===== src/hw/rtl/snsf_pkg.sv =====
// Shared constants, register codes and helpers for the nerve stimulation filter.
// No dependencies; used by snsf_mul, safe_nerve_stimulation_filter and tb_top.
package snsf_pkg;

   // Default parameter values
   localparam int SLEW_WIDTH_DEFAULT      = 24;
   localparam int ALPHA_FRAC_BITS_DEFAULT = 17;

   // Fixed field widths
   localparam int ALPHA_WIDTH     = 18;
   localparam int WEIGHT_WIDTH    = 24;
   localparam int LEVEL_WIDTH     = 24;
   localparam int LEVEL_FRAC_BITS = 16;

   // Configuration port
   localparam int CSR_INDEX_WIDTH = 3;
   localparam int CSR_DATA_WIDTH  = 24;

   // Shared multiplier slices the wide operand into chunks of this width
   localparam int MUL_CHUNK_WIDTH = 32;

   // Filter bank: filter one, magnitude filter, filter three
   localparam int FILTER_COUNT     = 3;
   localparam int FILTER_MAGNITUDE = 1;

   typedef enum logic [CSR_INDEX_WIDTH-1:0] {
      CSR_ALPHA_SIGNED_ONE   = 3'd0,
      CSR_ALPHA_MAGNITUDE    = 3'd1,
      CSR_ALPHA_SIGNED_THREE = 3'd2,
      CSR_WEIGHT_ONE         = 3'd3,
      CSR_WEIGHT_TWO         = 3'd4,
      CSR_WEIGHT_THREE       = 3'd5
   } csr_index_type;

   function automatic int max_int(input int a, input int b);
      return (a > b) ? a : b;
   endfunction

endpackage


===== src/hw/rtl/snsf_mul.sv =====
// Iterative unsigned multiplier: wide operand taken one chunk per cycle, MSB chunk first.
// Depends on snsf_pkg for the default chunk width.
module snsf_mul #(
   parameter int A_WIDTH     = 42,
   parameter int B_WIDTH     = 24,
   parameter int CHUNK_WIDTH = snsf_pkg::MUL_CHUNK_WIDTH
) (
   input  logic                       clock,
   input  logic                       reset,
   input  logic                       start,
   input  logic [A_WIDTH-1:0]         op_a,
   input  logic [B_WIDTH-1:0]         op_b,
   output logic                       busy,
   output logic                       done,
   output logic [A_WIDTH+B_WIDTH-1:0] product
);
   localparam int NC   = (A_WIDTH + CHUNK_WIDTH - 1) / CHUNK_WIDTH;
   localparam int PADW = NC * CHUNK_WIDTH;
   localparam int ACCW = PADW + B_WIDTH;
   localparam int PW   = A_WIDTH + B_WIDTH;
   localparam int CW   = $clog2(NC + 1);

   logic [PADW-1:0]              a_ff, a_in;
   logic [B_WIDTH-1:0]           b_ff, b_in;
   logic [ACCW-1:0]              acc_ff, acc_in;
   logic [CW-1:0]                cnt_ff, cnt_in;
   logic                         busy_ff, busy_in;
   logic                         done_ff, done_in;
   logic [CHUNK_WIDTH+B_WIDTH-1:0] part;

   // one chunk-by-b product per cycle
   assign part = a_ff[PADW-1 -: CHUNK_WIDTH] * b_ff;

   // next-state logic: load on start, then shift-accumulate
   always_comb begin
      a_in    = a_ff;
      b_in    = b_ff;
      acc_in  = acc_ff;
      cnt_in  = cnt_ff;
      busy_in = busy_ff;
      done_in = 1'b0;
      if (start) begin
         a_in    = PADW'(op_a);
         b_in    = op_b;
         acc_in  = '0;
         cnt_in  = CW'(NC);
         busy_in = 1'b1;
      end else if (busy_ff) begin
         acc_in = (acc_ff << CHUNK_WIDTH) + ACCW'(part);
         a_in   = a_ff << CHUNK_WIDTH;
         cnt_in = cnt_ff - CW'(1);
         if (cnt_ff == CW'(1)) begin
            busy_in = 1'b0;
            done_in = 1'b1;
         end
      end
   end

   always_ff @(posedge clock) begin
      if (reset) begin
         busy_ff <= 1'b0;
         done_ff <= 1'b0;
         cnt_ff  <= '0;
      end else begin
         busy_ff <= busy_in;
         done_ff <= done_in;
         cnt_ff  <= cnt_in;
         a_ff    <= a_in;
         b_ff    <= b_in;
         acc_ff  <= acc_in;
      end
   end

   assign busy    = busy_ff;
   assign done    = done_ff;
   assign product = acc_ff[PW-1:0];

endmodule


===== src/hw/rtl/safe_nerve_stimulation_filter.sv =====
// Single-axis nerve stimulation estimator: three lowpass filters and weighted output sum.
// Depends on snsf_pkg and snsf_mul (one shared multiplier under a sequencer).
//
// Usage:
//   req_* carries one signed slew sample and a restart flag per transfer;
//   a transfer happens when req_valid is high and req_stall is low.
//   rsp_* returns one stimulation level (Q8.16, saturating) and a threshold
//   flag per sample, under the same valid/stall rule.
//   csr_* writes the three alphas and three weights; write only while idle.
//   Each sample is handled alone: req_stall stays high from the accepted
//   transfer until the result is loaded into the output register.
//   The shared chunked multiplier runs six products per sample (three filter
//   updates, three weighted terms), each on a wide operand of NC chunks,
//   with NC = ceil((SLEW_WIDTH + ALPHA_FRAC_BITS + 1) / 32).
//   A finished result sits in the output register; if the receiver stalls
//   and the next result is ready, the block waits before loading it.
//   Reset (synchronous) clears the filters, sets alphas to pass-through,
//   weights to zero, and drops rsp_valid.
module safe_nerve_stimulation_filter #(
   parameter int SLEW_WIDTH      = snsf_pkg::SLEW_WIDTH_DEFAULT,
   parameter int ALPHA_FRAC_BITS = snsf_pkg::ALPHA_FRAC_BITS_DEFAULT
) (
   input  logic                                 clock,
   input  logic                                 reset,
   input  logic                                 req_valid,
   output logic                                 req_stall,
   input  logic signed [SLEW_WIDTH-1:0]         req_slew_sample,
   input  logic                                 req_restart,
   output logic                                 rsp_valid,
   input  logic                                 rsp_stall,
   output logic [snsf_pkg::LEVEL_WIDTH-1:0]     rsp_stim_level,
   output logic                                 rsp_over_threshold,
   input  logic                                 csr_write,
   input  logic [snsf_pkg::CSR_INDEX_WIDTH-1:0] csr_index,
   input  logic [snsf_pkg::CSR_DATA_WIDTH-1:0]  csr_data
);
   import snsf_pkg::*;

   // Widths
   localparam int YW        = SLEW_WIDTH + ALPHA_FRAC_BITS + 1;  // filter value
   localparam int DW        = YW + 1;                            // x<<F - y
   localparam int MA        = YW;                                // |d| and |y|
   localparam int AEW       = ALPHA_FRAC_BITS + 1;
   localparam int MB        = max_int(AEW, WEIGHT_WIDTH);
   localparam int PW        = MA + MB;
   localparam int PSW       = PW + 1;
   localparam int CAP_EXP   = ALPHA_FRAC_BITS + LEVEL_FRAC_BITS + LEVEL_WIDTH;
   localparam int SUMW      = CAP_EXP + 2;
   localparam int TERMW     = max_int(PW, SUMW);
   localparam int OUT_SHIFT = ALPHA_FRAC_BITS + LEVEL_FRAC_BITS;
   localparam int LEVW      = SUMW + 1 - OUT_SHIFT;
   localparam int ACMPW     = max_int(ALPHA_WIDTH, AEW);
   localparam int FIDX_W    = $clog2(FILTER_COUNT);

   localparam logic [FIDX_W-1:0]      FIDX_LAST   = FIDX_W'(FILTER_COUNT - 1);
   localparam logic [FIDX_W-1:0]      FIDX_MAG    = FIDX_W'(FILTER_MAGNITUDE);
   localparam logic [ALPHA_WIDTH-1:0] ALPHA_RESET = (ALPHA_FRAC_BITS < ALPHA_WIDTH) ?
      ALPHA_WIDTH'(1 << ALPHA_FRAC_BITS) : {ALPHA_WIDTH{1'b1}};
   localparam logic [ACMPW-1:0]       ALPHA_ONE   = ACMPW'(1 << ALPHA_FRAC_BITS);
   localparam logic [TERMW-1:0]       TERM_CAP    = TERMW'(1) << CAP_EXP;
   localparam logic [SUMW:0]          ROUND_HALF  = (SUMW + 1)'(1) << (OUT_SHIFT - 1);

   typedef enum logic [2:0] {
      S_IDLE,
      S_DIFF,
      S_FMUL,
      S_FWAIT,
      S_FUPD,
      S_TMUL,
      S_TWAIT,
      S_OUT
   } state_type;

   state_type                   state_ff, state_in;
   logic signed [SLEW_WIDTH-1:0] x_ff, x_in;
   logic [SLEW_WIDTH-1:0]        ax_ff, ax_in;
   logic signed [YW-1:0]         y_ff [FILTER_COUNT];
   logic signed [YW-1:0]         y_in [FILTER_COUNT];
   logic [FIDX_W-1:0]            fidx_ff, fidx_in;
   logic signed [DW-1:0]         d_ff, d_in;
   logic signed [PSW-1:0]        p_ff, p_in;
   logic [SUMW-1:0]              sum_ff, sum_in;
   logic                         rsp_valid_ff, rsp_valid_in;
   logic [LEVEL_WIDTH-1:0]       level_ff, level_in;
   logic                         over_ff, over_in;
   logic [ALPHA_WIDTH-1:0]       alpha_ff [FILTER_COUNT];
   logic [ALPHA_WIDTH-1:0]       alpha_in [FILTER_COUNT];
   logic [WEIGHT_WIDTH-1:0]      weight_ff [FILTER_COUNT];
   logic [WEIGHT_WIDTH-1:0]      weight_in [FILTER_COUNT];

   logic                         req_fire, rsp_fire, out_free;
   logic [SLEW_WIDTH-1:0]        slew_abs;
   logic signed [SLEW_WIDTH:0]   xk;
   logic signed [DW-1:0]         xk_ext, y_ext_d, d_calc, d_abs;
   logic signed [YW-1:0]         y_sel, y_new;
   logic [YW-1:0]                y_abs;
   logic [ACMPW-1:0]             alpha_sel, alpha_eff;
   logic                         mul_start, mul_busy, mul_done;
   logic [MA-1:0]                mul_a;
   logic [MB-1:0]                mul_b;
   logic [PW-1:0]                mul_product;
   logic signed [PSW-1:0]        prod_s, p_shift, round_ext, y_ext_p, y_sum;
   logic [TERMW-1:0]             prod_ext, term_capped;
   logic [SUMW:0]                rounded;
   logic [LEVW-1:0]              lev_wide;
   logic [LEVEL_WIDTH-1:0]       level_sat;

   // Handshakes
   assign req_stall = reset | (state_ff != S_IDLE);
   assign req_fire  = req_valid & ~req_stall;
   assign rsp_fire  = rsp_valid_ff & ~rsp_stall;
   assign out_free  = ~rsp_valid_ff | ~rsp_stall;

   // Sample magnitude; the most negative slew maps to 2^(SLEW_WIDTH-1)
   assign slew_abs = req_slew_sample[SLEW_WIDTH-1] ?
                     SLEW_WIDTH'(-req_slew_sample) : req_slew_sample;

   // Filter input: magnitude filter takes |x|, the others take x
   assign xk      = (fidx_ff == FIDX_MAG) ? signed'({1'b0, ax_ff}) : (SLEW_WIDTH + 1)'(x_ff);
   assign y_sel   = y_ff[fidx_ff];
   assign xk_ext  = DW'(xk);
   assign y_ext_d = DW'(y_sel);
   assign d_calc  = (xk_ext <<< ALPHA_FRAC_BITS) - y_ext_d;
   assign d_abs   = d_ff[DW-1] ? -d_ff : d_ff;

   // Filter values stay between 0 and x<<F, so |y| fits without a cap
   assign y_abs = y_sel[YW-1] ? YW'(-y_sel) : YW'(y_sel);

   // Alpha above one acts as one
   assign alpha_sel = ACMPW'(alpha_ff[fidx_ff]);
   assign alpha_eff = (alpha_sel > ALPHA_ONE) ? ALPHA_ONE : alpha_sel;

   // Shared multiplier operands
   assign mul_start = (state_ff == S_FMUL) || (state_ff == S_TMUL);
   assign mul_a     = (state_ff == S_FMUL) ? d_abs[MA-1:0] : y_abs;
   assign mul_b     = (state_ff == S_FMUL) ? MB'(alpha_eff) : MB'(weight_ff[fidx_ff]);

   snsf_mul #(
      .A_WIDTH     (MA),
      .B_WIDTH     (MB),
      .CHUNK_WIDTH (MUL_CHUNK_WIDTH)
   ) u_mul (
      .clock   (clock),
      .reset   (reset),
      .start   (mul_start),
      .op_a    (mul_a),
      .op_b    (mul_b),
      .busy    (mul_busy),
      .done    (mul_done),
      .product (mul_product)
   );

   // Signed filter product and round-to-nearest update (floor of (p + half) >> F)
   assign prod_s    = signed'({1'b0, mul_product});
   assign p_shift   = p_ff >>> ALPHA_FRAC_BITS;
   assign round_ext = {{(PSW-1){1'b0}}, p_ff[ALPHA_FRAC_BITS-1]};
   assign y_ext_p   = PSW'(y_sel);
   assign y_sum     = y_ext_p + p_shift + round_ext;
   assign y_new     = y_sum[YW-1:0];

   // Weighted term, held to 2^CAP_EXP
   assign prod_ext    = TERMW'(mul_product);
   assign term_capped = (|prod_ext[TERMW-1:CAP_EXP]) ? TERM_CAP : prod_ext;

   // Output rounding and saturation
   assign rounded   = {1'b0, sum_ff} + ROUND_HALF;
   assign lev_wide  = rounded[SUMW:OUT_SHIFT];
   assign level_sat = (|lev_wide[LEVW-1:LEVEL_WIDTH]) ? {LEVEL_WIDTH{1'b1}} :
                      lev_wide[LEVEL_WIDTH-1:0];

   // Sequencer and configuration next-state logic
   always_comb begin
      state_in     = state_ff;
      x_in         = x_ff;
      ax_in        = ax_ff;
      y_in         = y_ff;
      fidx_in      = fidx_ff;
      d_in         = d_ff;
      p_in         = p_ff;
      sum_in       = sum_ff;
      level_in     = level_ff;
      over_in      = over_ff;
      alpha_in     = alpha_ff;
      weight_in    = weight_ff;
      rsp_valid_in = rsp_fire ? 1'b0 : rsp_valid_ff;

      if (csr_write) begin
         case (csr_index)
            CSR_ALPHA_SIGNED_ONE:   alpha_in[0]  = csr_data[ALPHA_WIDTH-1:0];
            CSR_ALPHA_MAGNITUDE:    alpha_in[1]  = csr_data[ALPHA_WIDTH-1:0];
            CSR_ALPHA_SIGNED_THREE: alpha_in[2]  = csr_data[ALPHA_WIDTH-1:0];
            CSR_WEIGHT_ONE:         weight_in[0] = csr_data[WEIGHT_WIDTH-1:0];
            CSR_WEIGHT_TWO:         weight_in[1] = csr_data[WEIGHT_WIDTH-1:0];
            CSR_WEIGHT_THREE:       weight_in[2] = csr_data[WEIGHT_WIDTH-1:0];
            default: ;
         endcase
      end

      case (state_ff)
         S_IDLE: begin
            if (req_fire) begin
               x_in    = req_slew_sample;
               ax_in   = slew_abs;
               fidx_in = '0;
               sum_in  = '0;
               if (req_restart) begin
                  for (int i = 0; i < FILTER_COUNT; i++) begin
                     y_in[i] = '0;
                  end
               end
               state_in = S_DIFF;
            end
         end
         S_DIFF: begin
            d_in     = d_calc;
            state_in = S_FMUL;
         end
         S_FMUL: begin
            state_in = S_FWAIT;
         end
         S_FWAIT: begin
            if (mul_done) begin
               p_in     = d_ff[DW-1] ? -prod_s : prod_s;
               state_in = S_FUPD;
            end
         end
         S_FUPD: begin
            y_in[fidx_ff] = y_new;
            if (fidx_ff == FIDX_LAST) begin
               fidx_in  = '0;
               state_in = S_TMUL;
            end else begin
               fidx_in  = fidx_ff + FIDX_W'(1);
               state_in = S_DIFF;
            end
         end
         S_TMUL: begin
            state_in = S_TWAIT;
         end
         S_TWAIT: begin
            if (mul_done) begin
               sum_in = sum_ff + SUMW'(term_capped);
               if (fidx_ff == FIDX_LAST) begin
                  state_in = S_OUT;
               end else begin
                  fidx_in  = fidx_ff + FIDX_W'(1);
                  state_in = S_TMUL;
               end
            end
         end
         S_OUT: begin
            if (out_free) begin
               level_in     = level_sat;
               over_in      = |level_sat[LEVEL_WIDTH-1:LEVEL_FRAC_BITS];
               rsp_valid_in = 1'b1;
               state_in     = S_IDLE;
            end
         end
         default: state_in = S_IDLE;
      endcase
   end

   // State, filters, configuration and output register
   always_ff @(posedge clock) begin
      if (reset) begin
         state_ff     <= S_IDLE;
         fidx_ff      <= '0;
         rsp_valid_ff <= 1'b0;
         for (int i = 0; i < FILTER_COUNT; i++) begin
            y_ff[i]      <= '0;
            alpha_ff[i]  <= ALPHA_RESET;
            weight_ff[i] <= '0;
         end
      end else begin
         state_ff     <= state_in;
         fidx_ff      <= fidx_in;
         rsp_valid_ff <= rsp_valid_in;
         y_ff         <= y_in;
         alpha_ff     <= alpha_in;
         weight_ff    <= weight_in;
         x_ff         <= x_in;
         ax_ff        <= ax_in;
         d_ff         <= d_in;
         p_ff         <= p_in;
         sum_ff       <= sum_in;
         level_ff     <= level_in;
         over_ff      <= over_in;
      end
   end

   assign rsp_valid          = rsp_valid_ff;
   assign rsp_stim_level     = level_ff;
   assign rsp_over_threshold = over_ff;

   // Checks
   a_mul_start_idle: assert property (@(posedge clock) disable iff (reset)
      mul_start |-> !mul_busy)
      else $error("multiplier started while busy");

   a_mul_done_waited: assert property (@(posedge clock) disable iff (reset)
      mul_done |-> (state_ff == S_FWAIT || state_ff == S_TWAIT))
      else $error("multiplier result arrived outside a wait state");

   a_rsp_drains: assert property (@(posedge clock) disable iff (reset)
      (rsp_valid && !rsp_stall && state_ff != S_OUT) |=> !rsp_valid)
      else $error("result repeated after transfer");

   a_flag_matches: assert property (@(posedge clock) disable iff (reset)
      rsp_valid |-> (rsp_over_threshold ==
                     (rsp_stim_level[LEVEL_WIDTH-1:LEVEL_FRAC_BITS] != '0)))
      else $error("threshold flag disagrees with level");

   a_one_at_a_time: assert property (@(posedge clock) disable iff (reset)
      (req_valid && !req_stall) |=> req_stall)
      else $error("second sample accepted while busy");

endmodule


===== config.mk =====
export PLATFORM = sky130hd
export DESIGN_NAME = safe_nerve_stimulation_filter
export DESIGN_NICKNAME = d
export VERILOG_FILES = /design/src/hw/rtl/snsf_pkg.sv /design/src/hw/rtl/snsf_mul.sv /design/src/hw/rtl/safe_nerve_stimulation_filter.sv
export SDC_FILE = /design/constraint.sdc
export NUM_CORES = 2
export LEC_CHECK = 0
export ABC_CLOCK_PERIOD_IN_PS = 17200
export BUFFER_PORTS_ARGS = -buffer_cell sky130_fd_sc_hd__buf_2
export CORE_MARGIN = 2
export CORE_UTILIZATION = 55
export DETAILED_ROUTE_END_ITERATION = 10
export PLACE_DENSITY = 0.81
export SLEW_MARGIN = 20
export SYNTH_ARGS = -nofsm -noshare
export SYNTH_HDL_FRONTEND = slang
export SYNTH_SLANG_ARGS = --single-unit
export TNS_END_PERCENT = 1

===== constraint.sdc =====
create_clock -name clock -period 17.2 [get_ports clock]
set_clock_uncertainty 0.05 [all_clocks]
set_input_delay 3.44 -clock clock [delete_from_list [all_inputs] [get_ports clock]]
set_output_delay 3.44 -clock clock [all_outputs]
set_load 0.1 [all_outputs]

==> run_results.csv <==
group,metric,value,unit
sta,post-route-min-period,8745,ps
route,wl_met1,66820,µm
synthesis,main_combinational_cell_family_by_area_after_synthesis,"adder cells",
synthesis,async_set_or_reset_flop_fraction_in_the_synthesized_netlist,0,
clocking,clock_buffer_depth,3,
synthesis,yosys_register_bits,633,
placed_design,placement.io_buffers,83,
floorplanning,design.die.area,113900,µm²
sta,hold_viol,0,
layout,synthToLayoutAreaGrowth,6.531,%
grt,grt_max_degree,97,
sta,setup_viol_count_final,0,
route,wl,171100,µm
route,route.detailed.vias_per_inst,6.001,
synthesis,synth_cell_type_count,90,
synthesis,total_number_of_yosys_warnings,0,
route,remaining_drc_errors,0,
sta,timing_worst_slew_pin_value,1234,ps
grt,wire_length_of_the_first_global_routing_pass,266300,µm
layout,multi_input_area,40260,µm²
job,max_cap_viols,0,
synthesis,synthFlopType,"edfxtp_1",
sta,maxSlewViolCount,0,
floorplanning,rows,122,
critical_path,end_kind,"flip-flop",
route,routed_wire_length_per_instance,21.05,µm
synthesis,synth.area.mux_share,0.01939,
synthesis,netlist_instances,6718,
grt,number_of_antenna_violations_at_the_first_check_in_global_routing,3,
route,ant_nets,0,
synthesis,synth_xor_area_frac,0.04925,
critical_path,crit_start,"u_mul.a_ff[41]",
floorplanning,core_area,110500,µm²
grt,gr-usage-all-layers,0.2988,
grt,first_global_vias,48310,
route,met3RoutedLength,15960,µm
grt,grt-ovfl-total,0,
synthesis,synth_simple_gate_area_share,0.1735,
synthesis,register_area_share_after_synthesis,0.2679,
placed_design,dpl_cell_area,62720,µm²
sta,holdWs,402.5,ps
clocking,post_cts.repair.setup_buffers,0,
critical_path,crit_required,17660,ps
floorplanning,die_h,337.5,µm
clocking,cts_buffers,67,
sta,max_freq,114.4,MHz
floorplanning,initial_utilization,0.5535,
placed_design,place.detailed.hpwl,125600,µm
critical_path,cp_max_fo,24,
critical_path,crit_path_start_kind,"flip-flop",
floorplanning,fp.dieW,337.5,µm
clocking,clock-root-buffer,"clkbuf_16",
sta,grt_setup_unrepaired,"no",
critical_path,data_arrival_time_of_the_worst_path,9200,ps
critical_path,reg2reg_from,"u_mul.a_ff[41]",
clocking,cts.htree.levels,3,
sta,layout_worst_path_cycle_share,0.5084,
clocking,numClockSinks,633,
synthesis,synth_edf_count,371,
status,outcome,"finished clean",
sta,relative_slew_margins,0.1721,
critical_path,timing.critical_path.to,"u_mul.acc_ff[60]",
route,drtPass1Iterations,8,
route,detailedRoute.firstIterationViolations,4989,
critical_path,kind_of_critical_path,"flip-flop to flip-flop",
clocking,tritoncts_clock_tree,"built",
layout,num-nets-final,7671,
layout,nFillCells,9229,
floorplanning,pin_count,84,
placed_design,finalWeightedCongestion,0.9763,
layout,finalInstanceArea,65170,µm²
clocking,postCtsHoldBufs,0,
clocking,clkTransAtPathRegs,70,ps
synthesis,synth_fa_ha_area_frac,0.2946,
route,vias,48780,
hold_path,min_path_type,"flip-flop to flip-flop",
route,route.top_layer_used,"met5",
synthesis,synth_fp_nets,7803,
critical_path,reg2reg_setup_slack,8460,ps
synthesis,syn_area,61170,µm²
sta,timing.setup.tns,0,ps
layout,ratio_of_cells_with_drive_above_1_in_the_final_layout,0.05528,
synthesis,fraction_of_the_mapped_netlist_area_in_compound_gates,0.1194,
critical_path,timing.rr.end,"u_mul.acc_ff[60]",
clocking,post_cts_resize_count,0,
route,routed-wl-met2,78500,µm
layout,layout.area.seq,16390,µm²
critical_path,worstRegToRegCells,23,
clocking,clock_latency,640,ps
synthesis,per_instance_average_area_after_synthesis,9.106,µm²
-- cell usage after synthesis (46+ instances only) --
library cell,n,area share
a21o_1,98,0.012
a21oi_1,432,0.035
a22o_1,46,0.0066
and2_1,435,0.044
and3_1,71,0.0073
clkbuf_1,330,0.020
dfxtp_1,262,0.086
edfxtp_1,371,0.18
fa_1,687,0.22
ha_1,341,0.070
inv_1,856,0.053
mux2i_1,87,0.014
nand2_1,968,0.059
nand3_1,103,0.0084
nor2_1,360,0.022
nor3_1,47,0.0038
o21ai_0,170,0.014
xnor2_1,227,0.033
xor2_1,117,0.017
-- placed cells by master, fill, tap and decap left out, drive strengths merged, types with 28 or more instances in the layout --
cell,n
ha,341
o31ai,48
nand2,968
nand3,103
o22ai,37
nor2b,31
nand4,44
mux2i,87
inv,859
a22oi,28
xor2,117
nand2b,42
a22o,46
o21ai,178
o21bai,44
fa,687
and3,71
a21o,98
nor2,360
edfxtp,371
or3,28
a31oi,38
a21oi,434
clkbuf,85
dfxtp,262
buf,165
nor3,47
mux2,28
xnor2,227
and2,435
-- kinds of logic (layout without fill, tap and decap cells) --
family,Yosys count,count (layout)
AND/OR/NAND/NOR,2227,2227
buffers and inverters,1222,1143
AO/OA/AOI/OAI,1149,1149
adder cells (fa/ha/maj),1028,1028
flip-flops,633,633
XOR/XNOR,344,344
multiplexers,115,115
other,0,2
-- metrics by stage --
stage	util	std cells	worst slack (ps)
after floorplan	-	6718	7019
after global placement	0.5671	7996	8679
after detailed placement	0.5675	7998	8471
after CTS	0.5881	8120	8474
after global routing	0.5896	8127	8153
final	0.5897	8129	8455
-- layer usage --
metal  vias to the layer above  GRT usage
met5                         -          0
met4                         6     0.1543
met3                       512    0.05420
met2                      2446     0.4742
met1                     24020     0.3924
li1                      21800          -
-- worst max-delay path: stages, from the launching register on --
cell      delay, ps
edfxtp_1       1050
nand2_1         180
fa_1            540
fa_1            550
inv_1            60
fa_1            510
inv_1            60
fa_1            540
inv_1            60
fa_1            480
fa_1            500
inv_1            50
fa_1            470
inv_1            40
ha_1            370
nand3_1         170
or3_1           470
o311ai_1        930
nand4b_1        190
nand3_1         240
a221oi_1        200
o21a_1          320
or4_1           490
nand3_1          90
-- layout make-up --
class,instances,share of cell area
Multi-Input combinational cell,4863,0.6178
Sequential cell,633,0.2515
Inverter,856,0.04931
Clock buffer,85,0.02880
Tap cell,1488,0.02857
Timing Repair Buffer,165,0.01772
Clock inverter,37,0.006163
Antenna cell,2,0.00007680
-- sequential cells by signal (all words and copies together), names as in the netlist, 24 cells and up --
register / cells
sum_ff: 59
alpha_ff: 54
y_ff: 126
u_mul.acc_ff: 66
rsp_stim_level: 24
x_ff: 24
u_mul.b_ff: 24
p_ff: 43
weight_ff: 72
d_ff: 43
u_mul.a_ff: 64
-- worst min-delay path by stage --
stage / slack, ps / depth (start not counted) / start / endpoint
3_3_place_gp: 380 / 2 / y_ff[74] / y_ff[74]
2_1_floorplan: 370 / 2 / y_ff[74] / y_ff[74]
6_report: 400 / 2 / weight_ff[41] / weight_ff[41]
3_5_place_dp: 390 / 2 / y_ff[116] / y_ff[116]
4_1_cts: 400 / 2 / y_ff[116] / y_ff[116]
5_1_grt: 420 / 2 / alpha_ff[39] / alpha_ff[39]
Power is not shown: default switching activity piles up to over one toggle a cycle in this logic, so the estimate is an artifact.
